**config.mk**
```make
export PLATFORM = sky130hd
export DESIGN_NAME = rfid_tag_frame_decoder_flat
export DESIGN_NICKNAME = d
export VERILOG_FILES = /design/src/design/rtfd_pkg.sv /design/src/design/rtfd_req_if.sv /design/src/design/rtfd_rsp_if.sv /design/src/design/rtfd_decode.sv /design/src/design/rfid_tag_frame_decoder.sv /design/src/flat_wrapper.sv
export SDC_FILE = /design/constraint.sdc
export NUM_CORES = 1
export LEC_CHECK = 0
export BUFFER_PORTS_ARGS = -buffer_cell sky130_fd_sc_hd__buf_4
export CAP_MARGIN = 20
export CORE_ASPECT_RATIO = 1.1
export CORE_MARGIN = 5
export CORE_UTILIZATION = 43
export DETAILED_ROUTE_END_ITERATION = 6
export HOLD_SLACK_MARGIN = 0.15
export PLACE_DENSITY = 0.66
export SYNTH_ARGS = -nofsm -noshare
export SYNTH_HDL_FRONTEND = slang
export SYNTH_SLANG_ARGS = --single-unit
export TNS_END_PERCENT = 20
```
**constraint.sdc**
```tcl
create_clock -name i_clk -period 11.7 [get_ports i_clk]
set_clock_uncertainty 0.05 [all_clocks]
set_input_delay 2.34 -clock i_clk [delete_from_list [all_inputs] [get_ports i_clk]]
set_output_delay 2.34 -clock i_clk [all_outputs]
set_load 0.1 [all_outputs]
```
**src/design/rtfd_pkg.sv**
```systemverilog
// Shared types, constants and helper functions of the tag frame decoder.
`default_nettype none

package rtfd_pkg;

    localparam int READERS_DEF     = 2;
    localparam int FRAME_DEPTH_DEF = 14;
    localparam int KIND_W          = 2;
    localparam int POS_W           = 4;
    localparam int CNT_W           = 16;
    localparam int ID_W            = 64;

    typedef logic [7:0]        t_byte;
    typedef logic [KIND_W-1:0] t_kind;
    typedef logic [POS_W-1:0]  t_pos;
    typedef logic [15:0]       t_crc;
    typedef logic [CNT_W-1:0]  t_cnt;
    typedef logic [ID_W-1:0]   t_id;

    typedef enum logic [1:0] {
        OP_BYTE    = 2'd0,
        OP_RUN     = 2'd1,
        OP_TIMEOUT = 2'd2,
        OP_NOP     = 2'd3
    } t_op;

    localparam t_kind KIND_FRONT = 2'd0;
    localparam t_kind KIND_LONG  = 2'd1;

    localparam t_byte LR_SOF   = 8'h54;
    localparam t_crc  CRC_MUL  = 16'd4225;
    localparam t_pos  FP_LAST  = 4'd12;
    localparam t_pos  FP_CHECK = 4'd13;
    localparam t_pos  FP_PRE   = 4'd4;
    localparam t_pos  LR_LAST  = 4'd9;
    localparam t_pos  LR_CHECK = 4'd10;
    localparam t_pos  LR_DATA  = 4'd8;

    // Per-reader framing context.
    typedef struct packed {
        t_pos  pos;
        t_byte xsum;
        t_crc  crc;
    } t_rd_ctx;

    typedef struct packed {
        t_rd_ctx nxt;
        logic    good;
        logic    bad;
        t_id     id;
    } t_dec_res;

    function automatic t_byte fp_prefix(input t_pos p);
        t_byte v;
        case (p)
            4'd0:    v = 8'h0E;
            4'd2:    v = 8'h11;
            4'd4:    v = 8'h05;
            default: v = 8'h00;
        endcase
        return v;
    endfunction

    function automatic logic [3:0] rev4(input logic [3:0] n);
        return {n[0], n[1], n[2], n[3]};
    endfunction

    function automatic t_crc crc_byte(input t_crc c, input t_byte b);
        t_crc v;
        v = (c >> 4) ^ (16'(c[3:0] ^ b[3:0]) * CRC_MUL);
        v = (v >> 4) ^ (16'(v[3:0] ^ b[7:4]) * CRC_MUL);
        return v;
    endfunction

endpackage

`default_nettype wire

```
**src/design/rtfd_req_if.sv**
```systemverilog
// Request channel carrying one received byte or event.
`default_nettype none

interface rtfd_req_if;
    import rtfd_pkg::*;

    logic       valid;
    logic       ready;
    logic [1:0] operation;
    logic       reader;
    t_byte      rx_byte;
    logic       framing_err;
    logic       parity_err;

    modport source (
        output valid, operation, reader, rx_byte, framing_err, parity_err,
        input  ready
    );
    modport sink (
        input  valid, operation, reader, rx_byte, framing_err, parity_err,
        output ready
    );
endinterface

`default_nettype wire

```
**src/design/rtfd_rsp_if.sv**
```systemverilog
// Result channel carrying one decode result per request.
`default_nettype none

interface rtfd_rsp_if;
    import rtfd_pkg::*;

    logic valid;
    logic ready;
    logic id_report;
    logic id_unknown;
    t_id  tag_id;
    logic frame_good;
    logic check_error;
    t_cnt framing_count;
    t_cnt parity_count;

    modport source (
        output valid, id_report, id_unknown, tag_id, frame_good, check_error,
               framing_count, parity_count,
        input  ready
    );
    modport sink (
        input  valid, id_report, id_unknown, tag_id, frame_good, check_error,
               framing_count, parity_count,
        output ready
    );
endinterface

`default_nettype wire

```
**src/design/rtfd_decode.sv**
```systemverilog
// Combinational frame decoder for one received byte of one reader.
`default_nettype none

module rtfd_decode
    import rtfd_pkg::*;
#(
    parameter int FRAME_DEPTH = FRAME_DEPTH_DEF
) (
    input  wire t_kind    i_kind,
    input  wire t_byte    i_byte,
    input  wire t_rd_ctx  i_ctx,
    input  wire t_byte    i_buf [FRAME_DEPTH],
    output t_dec_res      o_res
);

    t_byte x0;
    t_crc  c0;
    t_id   id_fp;
    t_id   id_lr;

    always_comb begin
        for (int i = 0; i < 8; i++) begin
            id_fp[ID_W-1-8*i -: 8] = i_buf[12-i];
            id_lr[ID_W-1-8*i -: 4] = rev4(i_buf[1+i][3:0]);
            id_lr[ID_W-5-8*i -: 4] = rev4(i_buf[1+i][7:4]);
        end
    end

    always_comb begin
        o_res.nxt  = i_ctx;
        o_res.good = 1'b0;
        o_res.bad  = 1'b0;
        o_res.id   = '0;
        x0 = (i_ctx.pos == '0) ? '0 : i_ctx.xsum;
        c0 = (i_ctx.pos <= 4'd1) ? '0 : i_ctx.crc;
        case (i_kind)
            KIND_FRONT: begin
                if (i_ctx.pos <= FP_LAST) begin
                    o_res.nxt.xsum = x0;
                    if (i_ctx.pos <= FP_PRE && i_byte != fp_prefix(i_ctx.pos)) begin
                        o_res.nxt.pos = '0;
                    end else begin
                        o_res.nxt.xsum = x0 ^ i_byte;
                        o_res.nxt.pos  = i_ctx.pos + 4'd1;
                    end
                end else begin
                    if (i_ctx.pos == FP_CHECK) begin
                        if (i_byte == i_ctx.xsum) begin
                            o_res.good = 1'b1;
                            o_res.id   = id_fp;
                        end else begin
                            o_res.bad = 1'b1;
                        end
                    end
                    o_res.nxt.pos = '0;
                end
            end
            KIND_LONG: begin
                if (i_ctx.pos == '0 && i_byte != LR_SOF) begin
                    o_res.nxt.pos = '0;
                end else if (i_ctx.pos <= LR_LAST) begin
                    if (i_ctx.pos >= 4'd1 && i_ctx.pos <= LR_DATA) begin
                        o_res.nxt.crc = crc_byte(c0, i_byte);
                    end else begin
                        o_res.nxt.crc = c0;
                    end
                    o_res.nxt.pos = i_ctx.pos + 4'd1;
                end else begin
                    if (i_ctx.pos == LR_CHECK) begin
                        if ({i_byte, i_buf[9]} == i_ctx.crc) begin
                            o_res.good = 1'b1;
                            o_res.id   = id_lr;
                        end else begin
                            o_res.bad = 1'b1;
                        end
                    end
                    o_res.nxt.pos = '0;
                end
            end
            default: begin
                o_res.nxt.pos = '0;
            end
        endcase
    end

endmodule

`default_nettype wire

```
**src/design/rfid_tag_frame_decoder.sv**
```systemverilog
// Top level of the tag reader frame decoder: request staging, state and result register.
//
//   Channel  Dir  Handshake        Payload
//   i_req    in   valid / ready    operation, reader, rx_byte, framing_err, parity_err
//   o_rsp    out  valid / ready    id_report, id_unknown, tag_id, frame_good,
//                                  check_error, framing_count, parity_count
//   i_cfg    in   i_cfg_we         i_cfg_idx, i_cfg_data
//
// Each request yields exactly one result once it leaves the request register.
// One request per cycle is sustained while results are taken; the decode sits
// between the request register and the result register. Synchronous active-low
// reset clears the frame positions, sums, counters and the announce state. A
// stalled result holds the request register, and ready drops only while both are full.
`default_nettype none

module rfid_tag_frame_decoder
    import rtfd_pkg::*;
#(
    parameter int READERS     = READERS_DEF,
    parameter int FRAME_DEPTH = FRAME_DEPTH_DEF
) (
    input  wire         i_clk,
    input  wire         i_rst_n,
    input  wire         i_cfg_we,
    input  wire         i_cfg_idx,
    input  wire t_kind  i_cfg_data,
    rtfd_req_if.sink    i_req,
    rtfd_rsp_if.source  o_rsp
);

    localparam int RIDX_W = (READERS > 1) ? $clog2(READERS) : 1;

    t_kind   r_kind [2];
    t_pos    r_pos  [READERS];
    t_byte   r_xsum [READERS];
    t_crc    r_crc  [READERS];
    t_cnt    r_fe   [READERS];
    t_cnt    r_pe   [READERS];
    t_byte   r_buf  [READERS][FRAME_DEPTH];
    t_id     r_last_id;
    logic    r_last_known;
    logic    r_armed;

    logic    r_in_vld;
    t_op     r_in_op;
    logic    r_in_reader;
    t_byte   r_in_byte;
    logic    r_in_fe;
    logic    r_in_pe;

    logic    r_out_vld;
    logic    r_out_rep;
    logic    r_out_unk;
    t_id     r_out_id;
    logic    r_out_good;
    logic    r_out_bad;
    t_cnt    r_out_fe;
    t_cnt    r_out_pe;

    logic              adv;
    logic              rd_ok;
    logic              is_byte;
    logic [RIDX_W-1:0] rd_idx;
    t_rd_ctx           ctx;
    t_dec_res          dec;
    t_cnt              n_fe;
    t_cnt              n_pe;
    logic              announce;
    logic              n_rep;
    logic              n_unk;

    assign adv         = r_in_vld && (!r_out_vld || o_rsp.ready);
    assign i_req.ready = !r_in_vld || adv;
    assign rd_idx      = RIDX_W'(r_in_reader);
    assign rd_ok       = 32'(r_in_reader) < READERS;
    assign is_byte     = rd_ok && (r_in_op == OP_BYTE);

    assign ctx.pos  = r_pos[rd_idx];
    assign ctx.xsum = r_xsum[rd_idx];
    assign ctx.crc  = r_crc[rd_idx];

    rtfd_decode #(
        .FRAME_DEPTH(FRAME_DEPTH)
    ) u_decode (
        .i_kind (r_kind[r_in_reader]),
        .i_byte (r_in_byte),
        .i_ctx  (ctx),
        .i_buf  (r_buf[rd_idx]),
        .o_res  (dec)
    );

    always_comb begin
        n_fe = r_fe[rd_idx];
        n_pe = r_pe[rd_idx];
        if (is_byte) begin
            n_fe = r_fe[rd_idx] + CNT_W'(r_in_fe);
            n_pe = r_pe[rd_idx] + CNT_W'(r_in_pe);
        end
        announce = is_byte && dec.good &&
                   (r_armed || !r_last_known || dec.id != r_last_id);
        n_rep = announce || (rd_ok && r_in_op == OP_TIMEOUT);
        n_unk = rd_ok && r_in_op == OP_TIMEOUT;
    end

    always_ff @(posedge i_clk) begin
        if (!i_rst_n) begin
            r_kind[0] <= KIND_FRONT;
            r_kind[1] <= KIND_LONG;
        end else if (i_cfg_we) begin
            r_kind[i_cfg_idx] <= i_cfg_data;
        end
    end

    always_ff @(posedge i_clk) begin
        if (!i_rst_n) begin
            r_in_vld <= 1'b0;
        end else if (i_req.ready) begin
            r_in_vld <= i_req.valid;
        end
    end

    always_ff @(posedge i_clk) begin
        if (i_req.valid && i_req.ready) begin
            r_in_op     <= t_op'(i_req.operation);
            r_in_reader <= i_req.reader;
            r_in_byte   <= i_req.rx_byte;
            r_in_fe     <= i_req.framing_err;
            r_in_pe     <= i_req.parity_err;
        end
    end

    always_ff @(posedge i_clk) begin
        if (!i_rst_n) begin
            for (int g = 0; g < READERS; g++) begin
                r_pos[g]  <= '0;
                r_xsum[g] <= '0;
                r_crc[g]  <= '0;
                r_fe[g]   <= '0;
                r_pe[g]   <= '0;
            end
            r_last_id    <= '0;
            r_last_known <= 1'b0;
            r_armed      <= 1'b0;
        end else if (adv) begin
            for (int g = 0; g < READERS; g++) begin
                if (is_byte && rd_idx == RIDX_W'(g)) begin
                    r_pos[g]  <= dec.nxt.pos;
                    r_xsum[g] <= dec.nxt.xsum;
                    r_crc[g]  <= dec.nxt.crc;
                    r_fe[g]   <= n_fe;
                    r_pe[g]   <= n_pe;
                end
            end
            if (rd_ok && r_in_op == OP_RUN) begin
                r_armed <= 1'b1;
            end else if (rd_ok && r_in_op == OP_TIMEOUT) begin
                r_last_known <= 1'b0;
            end else if (announce) begin
                r_armed      <= 1'b0;
                r_last_id    <= dec.id;
                r_last_known <= 1'b1;
            end
        end
    end

    always_ff @(posedge i_clk) begin
        if (adv && is_byte) begin
            for (int g = 0; g < READERS; g++) begin
                for (int j = 0; j < FRAME_DEPTH; j++) begin
                    if (rd_idx == RIDX_W'(g) && {1'b0, ctx.pos} == 5'(j)) begin
                        r_buf[g][j] <= r_in_byte;
                    end
                end
            end
        end
    end

    always_ff @(posedge i_clk) begin
        if (!i_rst_n) begin
            r_out_vld <= 1'b0;
        end else if (adv) begin
            r_out_vld <= 1'b1;
        end else if (o_rsp.ready) begin
            r_out_vld <= 1'b0;
        end
    end

    always_ff @(posedge i_clk) begin
        if (adv) begin
            r_out_rep  <= n_rep;
            r_out_unk  <= n_unk;
            r_out_good <= is_byte && dec.good;
            r_out_bad  <= is_byte && dec.bad;
            r_out_id   <= (is_byte && dec.good) ? dec.id : '0;
            r_out_fe   <= rd_ok ? n_fe : '0;
            r_out_pe   <= rd_ok ? n_pe : '0;
        end
    end

    assign o_rsp.valid         = r_out_vld;
    assign o_rsp.id_report     = r_out_rep;
    assign o_rsp.id_unknown    = r_out_unk;
    assign o_rsp.tag_id        = r_out_id;
    assign o_rsp.frame_good    = r_out_good;
    assign o_rsp.check_error   = r_out_bad;
    assign o_rsp.framing_count = r_out_fe;
    assign o_rsp.parity_count  = r_out_pe;

`ifndef ASSERT_OFF
    a_unk_reports: assert property (@(posedge i_clk) disable iff (!i_rst_n)
        r_out_vld && r_out_unk |-> r_out_rep && !r_out_good)
        else $error("unknown ID result without a report");

    a_good_xor_bad: assert property (@(posedge i_clk) disable iff (!i_rst_n)
        r_out_vld |-> !(r_out_good && r_out_bad))
        else $error("frame flagged both good and bad");

    a_id_needs_good: assert property (@(posedge i_clk) disable iff (!i_rst_n)
        r_out_vld && !r_out_good |-> r_out_id == '0)
        else $error("tag ID shown without a good frame");

    a_pos_range: assert property (@(posedge i_clk) disable iff (!i_rst_n)
        r_pos[0] <= FP_CHECK)
        else $error("frame position out of range");
`endif

endmodule

`default_nettype wire

```
**src/flat_wrapper.sv**
```systemverilog
// flat-port wrapper written by rule: the top's interface ports become plain ports
module rfid_tag_frame_decoder_flat import rtfd_pkg::*;
#(
    parameter int READERS     = READERS_DEF,
    parameter int FRAME_DEPTH = FRAME_DEPTH_DEF
)
  (i_clk, i_rst_n, i_cfg_we, i_cfg_idx, i_cfg_data, i_req_valid, i_req_operation, i_req_reader, i_req_rx_byte, i_req_framing_err, i_req_parity_err, i_req_ready, o_rsp_valid, o_rsp_id_report, o_rsp_id_unknown, o_rsp_tag_id, o_rsp_frame_good, o_rsp_check_error, o_rsp_framing_count, o_rsp_parity_count, o_rsp_ready);
  rtfd_req_if i_req_i ();
  rtfd_rsp_if o_rsp_i ();
  input  wire i_clk;
  input  wire i_rst_n;
  input  wire i_cfg_we;
  input  wire i_cfg_idx;
  input  wire t_kind i_cfg_data;
  input wire logic [$bits(i_req_i.valid)-1:0] i_req_valid;
  input wire logic [$bits(i_req_i.operation)-1:0] i_req_operation;
  input wire logic [$bits(i_req_i.reader)-1:0] i_req_reader;
  input wire logic [$bits(i_req_i.rx_byte)-1:0] i_req_rx_byte;
  input wire logic [$bits(i_req_i.framing_err)-1:0] i_req_framing_err;
  input wire logic [$bits(i_req_i.parity_err)-1:0] i_req_parity_err;
  output wire logic [$bits(i_req_i.ready)-1:0] i_req_ready;
  output wire logic [$bits(o_rsp_i.valid)-1:0] o_rsp_valid;
  output wire logic [$bits(o_rsp_i.id_report)-1:0] o_rsp_id_report;
  output wire logic [$bits(o_rsp_i.id_unknown)-1:0] o_rsp_id_unknown;
  output wire logic [$bits(o_rsp_i.tag_id)-1:0] o_rsp_tag_id;
  output wire logic [$bits(o_rsp_i.frame_good)-1:0] o_rsp_frame_good;
  output wire logic [$bits(o_rsp_i.check_error)-1:0] o_rsp_check_error;
  output wire logic [$bits(o_rsp_i.framing_count)-1:0] o_rsp_framing_count;
  output wire logic [$bits(o_rsp_i.parity_count)-1:0] o_rsp_parity_count;
  input wire logic [$bits(o_rsp_i.ready)-1:0] o_rsp_ready;
  assign i_req_i.valid = i_req_valid;
  assign i_req_i.operation = i_req_operation;
  assign i_req_i.reader = i_req_reader;
  assign i_req_i.rx_byte = i_req_rx_byte;
  assign i_req_i.framing_err = i_req_framing_err;
  assign i_req_i.parity_err = i_req_parity_err;
  assign i_req_ready = i_req_i.ready;
  assign o_rsp_valid = o_rsp_i.valid;
  assign o_rsp_id_report = o_rsp_i.id_report;
  assign o_rsp_id_unknown = o_rsp_i.id_unknown;
  assign o_rsp_tag_id = o_rsp_i.tag_id;
  assign o_rsp_frame_good = o_rsp_i.frame_good;
  assign o_rsp_check_error = o_rsp_i.check_error;
  assign o_rsp_framing_count = o_rsp_i.framing_count;
  assign o_rsp_parity_count = o_rsp_i.parity_count;
  assign o_rsp_i.ready = o_rsp_ready;
  rfid_tag_frame_decoder #(.READERS(READERS), .FRAME_DEPTH(FRAME_DEPTH)) u_core (.i_clk(i_clk), .i_rst_n(i_rst_n), .i_cfg_we(i_cfg_we), .i_cfg_idx(i_cfg_idx), .i_cfg_data(i_cfg_data), .i_req(i_req_i), .o_rsp(o_rsp_i));
endmodule
```
==> flow_summary.toml <==
[logic_synthesis]
synth_edf_count = 429
synthArstFlopShare_pct = 0
syn_area_per_cell_um2 = 12.3
synth_seq_cells = 498
syn_area_um2 = 23600
postSynthCellCount = 1910
yosys_warnings = 0
synth_fp_nets = 1942
synth_ff_type = "edfxtp_1"
synth.yosys.seq_area_share_pct = 60.5
synthDistinctLibCells = 78

[drt]
vias = 16400
drtAntennaViolNets = 0
drc = 0
drt_iter0_drc = 1585
wl_mm = 72.2
firstDrtPassIters = 6
via_per_inst = 5.88
routedWlPerCell_um = 25.9

[critical_path]
crit_end = "u_core.r_last_id[54]"
slowest_delay_ps = 820
required_ps = 12080
crit_arrival_ps = 8090
cp_slowest_cell = "a211o_2"
crit_top_cell = "buf_4"
rrSetupSlack_ps = 3990
r2r-end = "u_core.r_last_id[54]"
worstSetupStartpointType = "flop"
end_kind = "flop"
criticalPathCategory = "reg -> reg"
rr_worst_depth = 16
crit_fanout = 52
path_cells = "buf_4 > mux2i_1 > ha_1 > nor2_1 > nor4b_2 > nand2_1 > buf_4 > or2_1 > buf_4 > o22ai_1 > xnor2_1 > nand4_1 > nor3_2 > buf_4 > a211o_2 > a211oi_1"

[power]
powerDensity_nw_per_um2 = 149
power_leakage_uw = 0.00921
peakVddDrop_uv = 103
p_total_uw = 4030

[placement]
place_area_um2 = 25300
place_ws_ps = 4140
routabilityCongestion = 1.00
hpwl_mm = 50.7
io_buffers = 122

[sta]
tightest_slew_ps = 1150
final-setup-viol-count = 0
finalSetupTns_ps = 0
rsz0062_at_grt = "false"
slew-limit-headroom_pct = 23.3
finalCriticalPeriod_ps = 7710
hold_viol = 0
hold_slack_ps = 433
drv_slew = 0
min_period_over_period_pct = 65.9
setup_slack_ps = 3990
fmax_mhz = 130

[cells_and_area]
antenna_cells = 0
nets = 2050
design_area_um2 = 27000
areaGrowthSynthToFinish_pct = 14.7
drive_above_1_share_pct = 14.7

[clock_tree]
cts.clk_slew.worst_paths_ps = 60
clockBufferDepth = 3
clk_latency_ps = 600
cts_resized = 0
root_buffer = "clkbuf_16"
cts_made_buffers = 51
cts-htree-levels = 2
tritoncts = "yes"
ctsHoldBuffers = 0
cts_sinks = 498
cts_setup_buffers = 0

[global_routing]
grt_max_degree = 61
grt-ovfl-total = 0
antenna_found_initial = 0
grt_pass1_wl_mm = 107
grt.total_usage_pct = 23.6
grt_pass1_vias = 16400

[die]
start_util_pct = 43.1
ios = 123
rows = 90
design.die.area_um2 = 59600
die_y_um = 256
die_w_um = 233
core_um2 = 54600

[run_status]
status = "finished clean"

[run]
maxCapViolCount = 0

[hold_path]
hp-class = "reg -> reg"
==> synthesized netlist by cell type (all sizes together), types with 5 or more instances <==
library cell    n  area [µm²]
edfxtp        429       12900
nor2          173         652
mux2i         165        1680
nand2         101         379
clkbuf         80         300
xnor2          80         701
and2           73         457
dfxtp          69        1380
inv            63         236
o22ai          55         344
a211oi         48         365
a2111oi        47         412
buf            46         256
o21ai          45         225
a21oi          38         190
xor2           36         315
nor3           29         145
a31oi          27         169
o32ai          24         218
nor4           23         193
nand4b         19         166
nand3          18        90.1
and3           17         106
o32a           16         160
nand2b         15        93.8
mux2           14         158
nor2b          14        87.6
nand4          13        81.3
ha             11         138
or2             9        56.3
a32oi           8        70.1
nor3b           8        65.1
o211ai          8        60.1
o31ai           8        65.1
or3             8        50.1
nand3b          7        52.6
o21a            6        45.0
o22a            6        52.6
o311ai          6        52.6
or4             5        41.3
==> power by group <==
part	switching (µW)	total, µW	internal, µW
logic	288	400	113
registers	19.8	1990	1970
clock network	687	1650	961
==> placed cells by master (no fill, tap or decap), types with 7 or more instances in the layout <==
master / instances
nand4_1: 13
a21oi_1: 38
or3_1: 8
nand2_1: 98
nand4b_1: 19
mux2i_1: 161
ha_1: 11
bufinv_16: 7
a31oi_1: 27
o31ai_1: 7
clkinv_1: 7
xor2_1: 36
nand3_1: 16
clkinv_2: 10
a2111oi_0: 47
nor2b_1: 14
inv_1: 63
clkbuf_16: 51
clkbuf_1: 10
o32ai_1: 23
edfxtp_1: 429
mux2_2: 14
nor2_1: 172
a211oi_1: 47
nand2b_1: 15
nand3b_1: 7
and3_1: 17
and2_1: 73
xnor2_1: 80
nor4_1: 17
o22ai_1: 55
o211ai_1: 8
a32oi_1: 8
nor3b_1: 7
o21ai_0: 40
dfxtp_1: 68
o32a_1: 16
nor3_1: 28
buf_4: 180
==> how the worst min path moves through the flow <==
stage,start,end,slack [ps],depth (start not counted)
floorplan,u_core.r_last_id[20],u_core.r_last_id[20],400,2
finish,u_core.r_last_id[20],u_core.r_last_id[20],430,2
detailed placement,u_core.r_last_id[20],u_core.r_last_id[20],420,2
global route,u_core.r_last_id[20],u_core.r_last_id[20],450,2
global placement,u_core.r_last_known,u_core.r_last_known,410,1
CTS,u_core.r_last_id[20],u_core.r_last_id[20],430,2
==> worst max-delay path, delay by kind of cell, from the launching register on <==
kind            cells  cell delay (ps)
buf+inv             4             2150
simple gates        6             1920
compound gates      3             1190
flops               1              750
xor+xnor            1              510
mux                 1              460
fa+ha+maj           1              430
==> sequential cells by signal (all words and copies together), names as in the netlist, 32 cells and up, named ones only <==
name / count
u_core.r_buf: 192
u_core.o_rsp.tag_id: 64
u_core.r_last_id: 64
u_core.r_pe: 32
u_core.r_fe: 32
u_core.r_crc: 32
==> stage by stage <==
stage               utilization [%]  cells
global route                   49.5   2794
CTS                            49.4   2793
finish                         49.5   2794
detailed placement             46.4   2700
floorplan                         -   1910
global placement               46.4   2700
==> metal layers <==
layer / GRT usage (%) / share of wire [%] / vias up
li1: - / - / 7493
met3: 3.65 / 6.0 / 182
met4: 11.6 / 5.6 / 0
met2: 39.2 / 49 / 602
met1: 30.3 / 40 / 8145
met5: 0 / 0 / -
==> final cells by class <==
class / count / area (µm²)
clock buffer: 61 / 1310
fill: 4785 / 27600
sequential: 498 / 14300
timing repair buffer: 181 / 1370
inverter: 65 / 246
tap: 736 / 921
clock inverter: 32 / 370
multi-input combinational: 1221 / 8530
==> kinds of logic (layout without fill, tap and decap cells) <==
group	count (synthesis)	in the layout	share of synthesized area, %
AND/OR/NAND/NOR	542	542	11.9
buffers and inverters	191	339	3.40
AO/OA/AOI/OAI	373	373	11.4
flip-flops	498	498	60.5
adder cells (fa/ha/maj)	11	11	0.584
multiplexers	179	179	7.78
XOR/XNOR	116	116	4.31
No activity file was read; power rests on OpenSTA's default activity.
